==> src/vector_distance_metric_defines.svh <==
// Assertion macros for the concurrent checks in vector_distance_metric.sv.
`ifndef VECTOR_DISTANCE_METRIC_DEFINES_SVH
`define VECTOR_DISTANCE_METRIC_DEFINES_SVH

// The consequent must hold in the same cycle as the antecedent.
`define VDM_ASSERT_SAME(label, ante, cons) \
  label: assert property (@(posedge clk) disable iff (!rst_n) (ante) |-> (cons)) \
    else $error("vdm same-cycle check failed");

// The consequent must hold in the cycle after the antecedent.
`define VDM_ASSERT_NEXT(label, ante, cons) \
  label: assert property (@(posedge clk) disable iff (!rst_n) (ante) |=> (cons)) \
    else $error("vdm next-cycle check failed");

`endif

==> src/vdm_pkg.sv <==
`default_nettype none
package vdm_pkg;

  localparam int unsigned MAX_DIMS = 1024;

  localparam logic [1:0] METRIC_EUCLID  = 2'd0;
  localparam logic [1:0] METRIC_MANHAT  = 2'd1;
  localparam logic [1:0] METRIC_CORR    = 2'd2;

  localparam logic [5:0] MUL_LAST_STEP  = 6'd3;
  localparam logic [5:0] SQRT_LAST_STEP = 6'd63;
  localparam logic [5:0] DIV_LAST_STEP  = 6'd23;

  localparam logic [24:0] ONE_Q24  = 25'h100_0000;
  localparam logic [39:0] DIST_MAX = 40'hFF_FFFF_FFFF;

  typedef struct packed {
    logic signed [23:0] x_value;
    logic signed [23:0] y_value;
    logic signed [23:0] center_value;
    logic               last;
  } in_item_t;

  typedef struct packed {
    logic [39:0] distance;
    logic        undefined;
    logic        saturated;
  } out_item_t;

  typedef struct packed {
    logic [1:0]  metric;
    logic [63:0] cross_sum;
    logic [63:0] first_sum;
    logic [63:0] second_sum;
    logic        overflow;
  } job_t;

  typedef enum logic [2:0] {
    ST_IDLE,
    ST_MUL,
    ST_SQRT,
    ST_DSET,
    ST_DIV,
    ST_DONE
  } back_state_t;

endpackage
`default_nettype wire

==> src/vdm_queue.sv <==
`default_nettype none
module vdm_queue (
  input  wire logic          clk,
  input  wire logic          rst_n,
  input  wire logic          push,
  input  wire vdm_pkg::job_t push_job,
  input  wire logic          pop,
  output logic               full,
  output logic               not_empty,
  output vdm_pkg::job_t      head_job
);

  vdm_pkg::job_t mem_r [2];
  logic          wr_ptr_r, rd_ptr_r;
  logic [1:0]    count_r;

  assign full      = (count_r == 2'd2);
  assign not_empty = (count_r != 2'd0);
  assign head_job  = mem_r[rd_ptr_r];

  always_ff @(posedge clk) begin
    if (push) begin
      mem_r[wr_ptr_r] <= push_job;
    end
  end

  always_ff @(posedge clk) begin
    if (!rst_n) begin
      wr_ptr_r <= 1'b0;
      rd_ptr_r <= 1'b0;
      count_r  <= 2'd0;
    end else begin
      if (push) begin
        wr_ptr_r <= ~wr_ptr_r;
      end
      if (pop) begin
        rd_ptr_r <= ~rd_ptr_r;
      end
      count_r <= count_r + {1'b0, push} - {1'b0, pop};
    end
  end

endmodule
`default_nettype wire

==> config.mk <==
export PLATFORM = sky130hd
export DESIGN_NAME = vdm_queue
export DESIGN_NICKNAME = d
export VERILOG_FILES = /design/src/vector_distance_metric_defines.svh /design/src/vdm_pkg.sv /design/src/vdm_queue.sv
export SDC_FILE = /design/constraint.sdc
export NUM_CORES = 1
export LEC_CHECK = 0
export ABC_AREA = 1
export BUFFER_PORTS_ARGS = -buffer_cell sky130_fd_sc_hd__clkbuf_2
export CORE_ASPECT_RATIO = 1.4
export CORE_MARGIN = 4
export CORE_UTILIZATION = 42
export CTS_CLUSTER_SIZE = 20
export DETAILED_ROUTE_END_ITERATION = 10
export MAX_ROUTING_LAYER = met4
export PLACE_DENSITY = 0.69
export SYNTH_ARGS = -nofsm -noshare
export SYNTH_HDL_FRONTEND = slang
export SYNTH_SLANG_ARGS = --single-unit
==> constraint.sdc <==
create_clock -name clk -period 10 [get_ports clk]
set_clock_uncertainty 0.15 [all_clocks]
set_input_delay 1.5 -clock clk [delete_from_list [all_inputs] [get_ports clk]]
set_output_delay 1.5 -clock clk [all_outputs]
set_load 0.02 [all_outputs]
==> key figures <==
Floorplanning
  – Die area: between 30000 and 40000 um2
  – Placeable Area: between 30000 and 40000 um2
  – Num rows: 81
  – Die X: about 170 um
  – Io pins: 396
  – Starting Density: 0.427
  – Vert. Die Dim: 231 um

Route
  – Starting DRT DRC Count: 386
  – Antenna Nets Post-Route: 0
  – DRT Pass-1 Iters: 4
  – Routed vias: 7363
  – Remaining DRCs: 0
  – Via-to-Cell Ratio: between 4 and 5
  – Routed len/inst: approximately 21 um
  – Final WL: between 30 and 40 mm

Synthesis
  – Post-synth top area share: 0.785
  – Predominant post-synthesis flop cell: edfxtp_1
  – Sequential fraction of the synthesis area: 0.792
  – Cells after Synth: 640
  – Flops & latches, synth: 395
  – Synth area leaders: edfxtp_1 (79%), mux2_4 (15%), mux2_2 (3.4%), buf_6 (1.4%), dfxtp_1 (0.67%)
  – Syn nets: ~840
  – EDFF count, synth: 390
  – Mapped cell area: approximately 15000 um2
  – Distinct cells, synth: 12
  – Synth top cells by count: edfxtp_1 (390), mux2_4 (150), mux2_2 (45)
  – Synthesis warning total: 0
  – Syn Area/Cell: between 20 and 25 um2
  – Yosys top cell by area: edfxtp_1
  – Async S/R FF share, synth: 0
  – Top-count cell post-synth: edfxtp_1

Min path
  – Worst Hold Launch: rd_ptr_r$_SDFFE_PN0P_
  – Worst Hold Path Cells: 2
  – Hold Crit Class: flip-flop to flip-flop

Setup path
  – CP Cell Sequence: buf_4, mux2_2, clkbuf_2
  – Crit start category: flip-flop
  – CP endpoint kind: output pin
  – Worst path required time: about 8.4 ns
  – Crit Path Max Fanout: 61
  – Critical path's slowest cell: dfxtp_4
  – CP Class: flip-flop to output pin
  – R2R depth: 3
  – Crit Reg-Reg Startpoint: wr_ptr_r$_SDFFE_PN0P_
  – Worst path max stage delay: 1.00 ns
  – Worst R2R End: mem_r[0][108]$_DFFE_PP_
  – Critical path data arrival time: approximately 3.1 ns
  – Reg2reg setup slack: about 7.3 ns

STA
  – Fmax: between 0.2 and 0.25 GHz
  – Hold Slack: 0.358 ns
  – Worst-Margin Slew: 1.10 ns
  – Setup_tns: 0 ns
  – Final Slew Violations: 0
  – Tcrit/Tclk final: 0.470
  – Final setup violating endpoints: 0
  – Post-layout minimum cycle time: between 4 and 5 ns
  – Final Hold Viols: 0
  – Worst rel slew slack: 0.265
  – RSZ-0062 raised after global routing: no

Clock tree
  – Clock tree from TritonCTS: built
  – Later-pin clock latency in the skew report: about 0.52 ns
  – CTS max path bufs: 3
  – H-tree Lvls: 2
  – Post-CTS Setup Inserts: 0
  – Post_cts resized: 0
  – Hold_buf cts: 0
  – # clock sinks: ~400
  – Total CTS buffers: 39
  – CTS clk-pin slew, worst paths: roughly 0.06 ns
  – CTS Root Cell: clkbuf_16

Global route
  – Gr ovfl total: 0
  – Vias in the first global route: between 8000 and 9000
  – Gr usage total: 0.164
  – First-pass GRT wire length: around 46 mm
  – Initial antenna violation count: 5
  – Pin count of the biggest net entering global routing: ~120

Finish
  – Fill cells: about 2800
  – Core Util, Final: 0.533
  – Layout cells sized above 1: 0.603
  – Fin nets: about 1300
  – Sequential cell area: 11800 um2
  – Synth-to-layout area growth: 24.9%
  – Final instance area: around 19000 um2
  – Area taken by multi-input logic gates: approximately 2900 um2

Pwr
  – PwrDens: between 200 and 250 nW/um2
  – Leakage power: between 7 and 8 nW
  – Max IR drop VDD: ~150 uV

Place
  – Final GP Congestion: 0.845
  – Area of placed instances: 17300 um2
  – Final HPWL DP: between 20 and 25 mm
  – Buffers on Ports: 395

Job
  – Max-cap violations: 0

Run status
  – Outcome: completed
cells by family (layout without fill, tap and decap cells):
logic type      count (synthesis)  count (layout)  share of synthesized area
simple gates                   18              18                    0.00461
buf+inv                        29             474                     0.0167
fa+ha+maj                       2               2                    0.00168
flops                         395             395                      0.792
other cells                     0               5                          0
compound gates                  1               1                   0.000335
mux                           195             195                      0.185
worst max-delay path, delay by kind of cell (launching register included):
kind | cells | cell delay (ns)
muxes | 1 | 0.41
DFF | 1 | 1.00
buffers and inverters | 2 | 1.06
power by group:
part / switching (mW) / internal (mW)
Combinational: 0.233 / 0.181
Sequential: 0.0340 / 1.92
Clock: 0.570 / 0.921
registers in the layout (all words and copies together), names as in the netlist, named ones only:
signal,flops
rd_ptr_r,1
mem_r,390
count_r,2
wr_ptr_r,1
cells in the final DEF (no fill, tap or decap):
master and instances:
clkbuf_16 41, clkbuf_2 395, inv_1 6, a21oi_1 1, nand3_1 1, nor2_4 1, clkbuf_1 5, mux2_2 45
clkinv_1 6, nor2_1 7, clkinv_2 6, inv_8 1, diode_2 5, bufinv_16 7, ha_1 2, dfxtp_4 1
nand2_1 9, dfxtp_1 4, buf_4 7, mux2_4 150, edfxtp_1 390
routing by layer:
metal | GRT usage | part of all wire
met5 | - | 0
met4 | 0.0749 | 0.046
met3 | 0.0406 | 0.066
met2 | 0.307 | 0.56
met1 | 0.157 | 0.33
how the worst max path moves through the flow:
stage | depth (start not counted) | slack, ns | from | to
detailed placement | 3 | 5.79 | flip-flop | head_job[194]
global placement | 3 | 5.81 | flip-flop | head_job[1]
finish | 3 | 5.30 | flip-flop | head_job[1]
global route | 3 | 5.09 | flip-flop | head_job[194]
CTS | 3 | 5.22 | flip-flop | head_job[194]
floorplan | 2 | 2.81 | push | mem_r[0][0]$_DFFE_PP_
area by class of cell:
type                    instances  area share
diodes                          5    0.000671
clock buffers                  46      0.0561
clock inverters                19      0.0141
inverters                       7     0.00181
multi-input cells             216       0.154
flip-flops and latches        395       0.634
well taps                     456      0.0306
repair buffers                402       0.109
per-stage QoR:
step                      total power, mW  setup slack (ns)  cells
after floorplan                      2.27              2.81    640
after global placement               2.40              5.81   1476
after detailed placement             2.41              5.79   1476
after CTS                            3.91              5.22   1541
after global routing                 4.01              5.09   1546
final                                3.86              5.30   1546
Power figures use the tool's default switching activity.
