File: src/vector_distance_metric_defines.svh
// Assertion macros for the concurrent checks in vector_distance_metric.sv.
`ifndef VECTOR_DISTANCE_METRIC_DEFINES_SVH
`define VECTOR_DISTANCE_METRIC_DEFINES_SVH

// The consequent must hold in the same cycle as the antecedent.
`define VDM_ASSERT_SAME(label, ante, cons) \
  label: assert property (@(posedge clk) disable iff (!rst_n) (ante) |-> (cons)) \
    else $error("vdm same-cycle check failed");

// The consequent must hold in the cycle after the antecedent.
`define VDM_ASSERT_NEXT(label, ante, cons) \
  label: assert property (@(posedge clk) disable iff (!rst_n) (ante) |=> (cons)) \
    else $error("vdm next-cycle check failed");

`endif

File: src/vdm_pkg.sv
`default_nettype none
package vdm_pkg;

  localparam int unsigned MAX_DIMS = 1024;

  localparam logic [1:0] METRIC_EUCLID  = 2'd0;
  localparam logic [1:0] METRIC_MANHAT  = 2'd1;
  localparam logic [1:0] METRIC_CORR    = 2'd2;

  localparam logic [5:0] MUL_LAST_STEP  = 6'd3;
  localparam logic [5:0] SQRT_LAST_STEP = 6'd63;
  localparam logic [5:0] DIV_LAST_STEP  = 6'd23;

  localparam logic [24:0] ONE_Q24  = 25'h100_0000;
  localparam logic [39:0] DIST_MAX = 40'hFF_FFFF_FFFF;

  typedef struct packed {
    logic signed [23:0] x_value;
    logic signed [23:0] y_value;
    logic signed [23:0] center_value;
    logic               last;
  } in_item_t;

  typedef struct packed {
    logic [39:0] distance;
    logic        undefined;
    logic        saturated;
  } out_item_t;

  typedef struct packed {
    logic [1:0]  metric;
    logic [63:0] cross_sum;
    logic [63:0] first_sum;
    logic [63:0] second_sum;
    logic        overflow;
  } job_t;

  typedef enum logic [2:0] {
    ST_IDLE,
    ST_MUL,
    ST_SQRT,
    ST_DSET,
    ST_DIV,
    ST_DONE
  } back_state_t;

endpackage
`default_nettype wire

File: src/vdm_back.sv
`default_nettype none
module vdm_back (
  input  wire logic          clk,
  input  wire logic          rst_n,
  input  wire logic          q_not_empty,
  input  wire vdm_pkg::job_t q_head,
  output logic               q_pop,
  output logic               out_valid,
  input  wire logic          out_stall,
  output vdm_pkg::out_item_t out_data
);

  vdm_pkg::back_state_t state_r, state_nxt;
  logic [5:0]         cnt_r, cnt_nxt;
  vdm_pkg::job_t      job_r, job_nxt;
  logic [127:0]       prod_r, prod_nxt;
  logic [63:0]        root_r, root_nxt;
  logic [64:0]        rem_r, rem_nxt;
  logic [24:0]        q_r, q_nxt;
  logic               out_valid_r, out_valid_nxt;
  vdm_pkg::out_item_t out_data_r, out_data_nxt;

  logic [31:0]  a_half, b_half;
  logic [63:0]  pp;
  logic [6:0]   sh;
  logic [66:0]  sq_rem, sq_trial;
  logic         sq_ge;
  logic [64:0]  dv_rem;
  logic         dv_ge;
  logic [63:0]  mag;

  assign a_half   = cnt_r[1] ? job_r.first_sum[63:32] : job_r.first_sum[31:0];
  assign b_half   = cnt_r[0] ? job_r.second_sum[63:32] : job_r.second_sum[31:0];
  assign pp       = a_half * b_half;
  assign sh       = {cnt_r[1] & cnt_r[0], cnt_r[1] ^ cnt_r[0], 5'd0};
  assign sq_rem   = {rem_r, prod_r[127:126]};
  assign sq_trial = {1'b0, root_r, 2'b01};
  assign sq_ge    = (sq_rem >= sq_trial);
  assign dv_rem   = {rem_r[63:0], 1'b0};
  assign dv_ge    = (dv_rem >= {1'b0, root_r});
  assign mag      = job_r.cross_sum[63] ? (64'd0 - job_r.cross_sum) : job_r.cross_sum;

  assign out_valid = out_valid_r;
  assign out_data  = out_data_r;

  always_ff @(posedge clk) begin
    if (!rst_n) begin
      state_r     <= vdm_pkg::ST_IDLE;
      out_valid_r <= 1'b0;
    end else begin
      state_r     <= state_nxt;
      out_valid_r <= out_valid_nxt;
    end
  end

  always_ff @(posedge clk) begin
    cnt_r      <= cnt_nxt;
    job_r      <= job_nxt;
    prod_r     <= prod_nxt;
    root_r     <= root_nxt;
    rem_r      <= rem_nxt;
    q_r        <= q_nxt;
    out_data_r <= out_data_nxt;
  end

  always_comb begin
    state_nxt     = state_r;
    cnt_nxt       = cnt_r;
    job_nxt       = job_r;
    prod_nxt      = prod_r;
    root_nxt      = root_r;
    rem_nxt       = rem_r;
    q_nxt         = q_r;
    out_data_nxt  = out_data_r;
    out_valid_nxt = out_valid_r && out_stall;
    q_pop         = 1'b0;
    case (state_r)
      vdm_pkg::ST_IDLE: begin
        if (q_not_empty) begin
          q_pop    = 1'b1;
          job_nxt  = q_head;
          cnt_nxt  = '0;
          root_nxt = '0;
          rem_nxt  = '0;
          case (q_head.metric)
            vdm_pkg::METRIC_CORR: begin
              prod_nxt  = '0;
              state_nxt = vdm_pkg::ST_MUL;
            end
            vdm_pkg::METRIC_EUCLID: begin
              prod_nxt  = {64'd0, q_head.first_sum};
              state_nxt = vdm_pkg::ST_SQRT;
            end
            default: begin
              state_nxt = vdm_pkg::ST_DONE;
            end
          endcase
        end
      end
      vdm_pkg::ST_MUL: begin
        prod_nxt = prod_r + ({64'd0, pp} << sh);
        cnt_nxt  = cnt_r + 6'd1;
        if (cnt_r == vdm_pkg::MUL_LAST_STEP) begin
          cnt_nxt   = '0;
          state_nxt = vdm_pkg::ST_SQRT;
        end
      end
      vdm_pkg::ST_SQRT: begin
        rem_nxt  = sq_ge ? 65'(sq_rem - sq_trial) : sq_rem[64:0];
        root_nxt = {root_r[62:0], sq_ge};
        prod_nxt = {prod_r[125:0], 2'b00};
        cnt_nxt  = cnt_r + 6'd1;
        if (cnt_r == vdm_pkg::SQRT_LAST_STEP) begin
          cnt_nxt   = '0;
          state_nxt = (job_r.metric == vdm_pkg::METRIC_CORR) ? vdm_pkg::ST_DSET
                                                             : vdm_pkg::ST_DONE;
        end
      end
      vdm_pkg::ST_DSET: begin
        if (root_r == 64'd0) begin
          state_nxt = vdm_pkg::ST_DONE;
        end else if (mag >= root_r) begin
          q_nxt     = vdm_pkg::ONE_Q24;
          state_nxt = vdm_pkg::ST_DONE;
        end else begin
          q_nxt     = '0;
          rem_nxt   = {1'b0, mag};
          cnt_nxt   = '0;
          state_nxt = vdm_pkg::ST_DIV;
        end
      end
      vdm_pkg::ST_DIV: begin
        rem_nxt = dv_ge ? (dv_rem - {1'b0, root_r}) : dv_rem;
        q_nxt   = {q_r[23:0], dv_ge};
        cnt_nxt = cnt_r + 6'd1;
        if (cnt_r == vdm_pkg::DIV_LAST_STEP) begin
          state_nxt = vdm_pkg::ST_DONE;
        end
      end
      vdm_pkg::ST_DONE: begin
        if (!out_valid_r || !out_stall) begin
          out_valid_nxt          = 1'b1;
          out_data_nxt.undefined = 1'b0;
          out_data_nxt.saturated = job_r.overflow;
          out_data_nxt.distance  = '0;
          case (job_r.metric)
            vdm_pkg::METRIC_EUCLID: begin
              out_data_nxt.distance = root_r[39:0];
            end
            vdm_pkg::METRIC_MANHAT: begin
              if (job_r.first_sum[63:40] != 24'd0) begin
                out_data_nxt.distance  = vdm_pkg::DIST_MAX;
                out_data_nxt.saturated = 1'b1;
              end else begin
                out_data_nxt.distance = job_r.first_sum[39:0];
              end
            end
            vdm_pkg::METRIC_CORR: begin
              if (root_r == 64'd0) begin
                out_data_nxt.undefined = 1'b1;
              end else if (job_r.cross_sum[63]) begin
                out_data_nxt.distance = {14'd0, {1'b0, vdm_pkg::ONE_Q24} + {1'b0, q_r}};
              end else begin
                out_data_nxt.distance = {15'd0, vdm_pkg::ONE_Q24 - q_r};
              end
            end
            default: begin
              out_data_nxt.distance = '0;
            end
          endcase
          state_nxt = vdm_pkg::ST_IDLE;
        end
      end
      default: begin
        state_nxt = vdm_pkg::ST_IDLE;
      end
    endcase
  end

endmodule
`default_nettype wire

File: config.mk
export PLATFORM = sky130hd
export DESIGN_NAME = vdm_back
export DESIGN_NICKNAME = d
export VERILOG_FILES = /design/src/vector_distance_metric_defines.svh /design/src/vdm_pkg.sv /design/src/vdm_back.sv
export SDC_FILE = /design/constraint.sdc
export NUM_CORES = 2
export LEC_CHECK = 0
export ABC_AREA = 1
export BUFFER_PORTS_ARGS = -buffer_cell sky130_fd_sc_hd__buf_2
export CAP_MARGIN = 0
export CORE_ASPECT_RATIO = 1.25
export CORE_MARGIN = 1.5
export CORE_UTILIZATION = 40
export DETAILED_ROUTE_END_ITERATION = 7
export PLACE_DENSITY = 0.52
export SLEW_MARGIN = 20
export SYNTH_ARGS = -nofsm -noshare
export SYNTH_HDL_FRONTEND = slang
export SYNTH_SLANG_ARGS = --single-unit
File: constraint.sdc
create_clock -name clk -period 17 [get_ports clk]
set_clock_uncertainty 0.2 [all_clocks]
set_input_delay 0.85 -clock clk [delete_from_list [all_inputs] [get_ports clk]]
set_output_delay 0.85 -clock clk [all_outputs]
set_load 0.03 [all_outputs]
==> run_results.csv <==
group,metric,value,unit
cts,cts_made_buffers,67,
setup_path,path_max_fanout,24,
placement,gp_congestion,1.08,
floorplan,dieHeight,506,um
status,status,"finished with violations",
setup_path,crit_path_frequent_cell,"fa_1",
floorplan,core-area,201000,sq um
timing,hold_viol_final,0,
drt,first_pass_iters,8,
finish,synthToLayoutAreaGrowth,8.45,%
yosys,synth_mux_area_share,0.0247,%
timing,setup_viol,0,
placement,place_hpwl,355000,um
finish,num-fill-cells,21227,
timing,relSlewSlack,8.22,%
yosys,ys_ff_latch,529,
global_route,grt_max_degree,68,
drt,drc,9,
setup_path,critical_path_class,"flip-flop to flip-flop",
cts,htree_levels,3,
cts,tritoncts,"built",
drt,viasPerCell,5.79,
setup_path,required,17270,ps
yosys,netlist-cell-type-count,65,
drt,first_iter_violations,9995,
cts,cts_resized,0,
setup_path,cp.depth,42,
setup_path,cpPeakStageDelay,1030,ps
setup_path,end_kind,"flip-flop",
global_route,grt.total_usage,40.5,%
timing,fin_crit_sh,84.9,%
cts,cts_root_buf,"clkbuf_16",
setup_path,worstPathArrival,14710,ps
cts,path_clk_slew,70,ps
floorplan,placementRows,184,
global_route,antenna_found_initial,21,
timing,fmax,69.3,MHz
yosys,avgSynthCellArea,7.28,sq um
global_route,grt_pass1_vias,81062,
yosys,synth-compound-area-share,11.3,%
finish,nNetsFinal,12947,
cts,worstSkewPairLatency,760,ps
finish,finalNonFillerCells,14023,
yosys,synthAdderAreaFrac,31.2,%
worst_hold_path,hp-class,"input port to flip-flop",
yosys,yosys_warnings,0,
placement,port-buffer-count,242,
finish,drive_gt1_share,5.65,%
floorplan,dieArea,205000,sq um
global_route,grt_pass1_wl,587000,um
cts,cts_num_sinks,529,
timing,rsz0062_at_grt,"false",
timing,tightest_slew,1360,ps
global_route,grt_overflow,0,
yosys,netlist_instances,11131,
run,max-cap-violations,0,
drt,wl_per_cell,29.9,um
floorplan,initial_utilization,40.3,%
drt,ant_nets,0,
yosys,synth-xor-area-share,2.15,%
cts,post_cts_buffers,0,
status,violations,"DRC",
setup_path,start_kind,"flip-flop",
drt,routed_wl,420000,um
finish,layout_commonest_cell,"nand2_1",
setup_path,path_delay_family,"adder cells",
yosys,synth-main-ff-cell,"edfxtp_1",
timing,post-route-min-period,14440,ps
worst_hold_path,holdPathStages,1,
timing,drv_slew,0,
cts,hold_buffers,0,
timing,tns,0,ps
yosys,postSynth.asyncResetShare,0,%
finish,final_cell_mix,"nand2_1 (2133), inv_1 (2023), nor2_1 (1724), fa_1 (898), a21oi_1 (700)",
floorplan,io_pins,243,
setup_path,slowest_stage,"edfxtp_1",
setup_path,r2r_cells,42,
yosys,synth_nets,12815,
yosys,synth_edf_count,525,
floorplan,die_w,406,um
yosys,ys_seq_area_share,19.5,%
cts,clock_path_buffers,3,
yosys,synth-simple-area-share,24.4,%
drt,vias,81237,
setup_path,critPathBufInv,10,
yosys,netlist_area,81100,sq um
placement,dpl.cell_count,13887,
timing,worst_slack,2560,ps
yosys,synth_top_family_by_area,"adder cells",
placement,place_ws,3010,ps
-- cells in the mapped netlist (3+ instances only) --
cell / instances / area, sq um
o31ai_1: 3 / 22.5
nor4_1: 44 / 275
o22ai_1: 10 / 62.6
inv_2: 25 / 93.8
o21ai_2: 3 / 26.3
o21bai_1: 52 / 390
buf_1: 28 / 105
nand2_4: 4 / 45.0
or2_2: 16 / 100
buf_2: 19 / 95.1
edfxtp_1: 525 / 15800
nor3_1: 99 / 495
ha_1: 587 / 7340
nor2_1: 1729 / 6490
and3_1: 7 / 43.8
nor2_4: 4 / 45.0
a21boi_0: 19 / 143
clkinv_1: 31 / 116
a21o_1: 46 / 345
a211oi_1: 5 / 37.5
o21ai_0: 612 / 3060
inv_1: 2025 / 7600
nand4_1: 81 / 507
fa_1: 898 / 18000
nand2_1: 2133 / 8010
buf_6: 10 / 113
a31o_2: 3 / 26.3
clkbuf_1: 253 / 950
o21a_1: 51 / 383
a31oi_1: 26 / 163
nor2_2: 11 / 68.8
nand3_1: 663 / 3320
nand3b_1: 15 / 113
buf_8: 3 / 45.0
nand3_2: 7 / 70.1
o211ai_1: 32 / 240
xor2_1: 105 / 920
and2_1: 5 / 31.3
o221ai_1: 16 / 140
nand2_2: 10 / 62.6
xnor2_1: 94 / 823
dfxtp_1: 4 / 80.1
o21ai_1: 77 / 385
a221oi_1: 11 / 96.3
a21oi_1: 701 / 3510
-- path summary, 6_finish.rpt --
| check | to | slack [ps] | start |
|---|---|---|---|
| worst max register to register | prod_r[110] | 2560 | cnt_r[0] |
| worst max-delay path | prod_r[110] | 2560 | cnt_r[0] |
| worst min-delay path | job_r[53] | 80 | q_head[53] |
| worst min register to register | out_data[0] | 300 | job_r[0] |
-- metal layers --
layer  global-route usage [%]  up-vias  routed length, um
met5                        0        -                 69
met4                     24.9       10              30500
met3                     10.1     1034              43500
met2                     61.8     4671             183000
met1                     51.3    39908             163000
li1                         -    35614                  -
-- metrics by stage --
stage	hold slack [ps]	utilization, %	area [sq um]
4_1_cts	25.2	43.6	87800
6_report	80.1	43.7	87900
2_1_floorplan	282	-	81100
3_3_place_gp	290	42.5	85600
3_5_place_dp	303	42.5	85600
5_1_grt	53.3	43.7	87900
-- cell type report --
class                   instances  area [sq um]  area share [%]
diodes                         14          35.0          0.0399
repair buffers                376          2240            2.55
inverters                    2081          7810            8.89
multi-input cells            8208         56400            64.1
well taps                    2697          3370            3.84
clock buffers                  79          1720            1.96
flip-flops and latches        529         15800            18.0
clock inverters                39           489           0.556
-- kinds of logic (layout without fill, tap and decap cells) --
| group | count (synthesis) | count (layout) |
|---|---|---|
| DFF | 529 | 529 |
| adders and majority gates | 1485 | 1485 |
| AOI/OAI and AO/OA | 1681 | 1681 |
| and+or+nand+nor | 4841 | 4841 |
| muxes | 2 | 2 |
| xor gates and xnor gates | 199 | 199 |
| buffers and inverters | 2394 | 2575 |
| other | 0 | 14 |
-- flip-flops by register name, indices dropped and copies added, names as in the netlist --
| name | flops |
|---|---|
| job_r | 195 |
| prod_r | 128 |
| rem_r | 65 |
| root_r | 64 |
| out_data | 42 |
| q_r | 25 |
| cnt_r | 6 |
| state_r | 3 |
| out_valid | 1 |
Power is not shown: default switching activity piles up to over one toggle a cycle in this logic, so the estimate is an artifact.
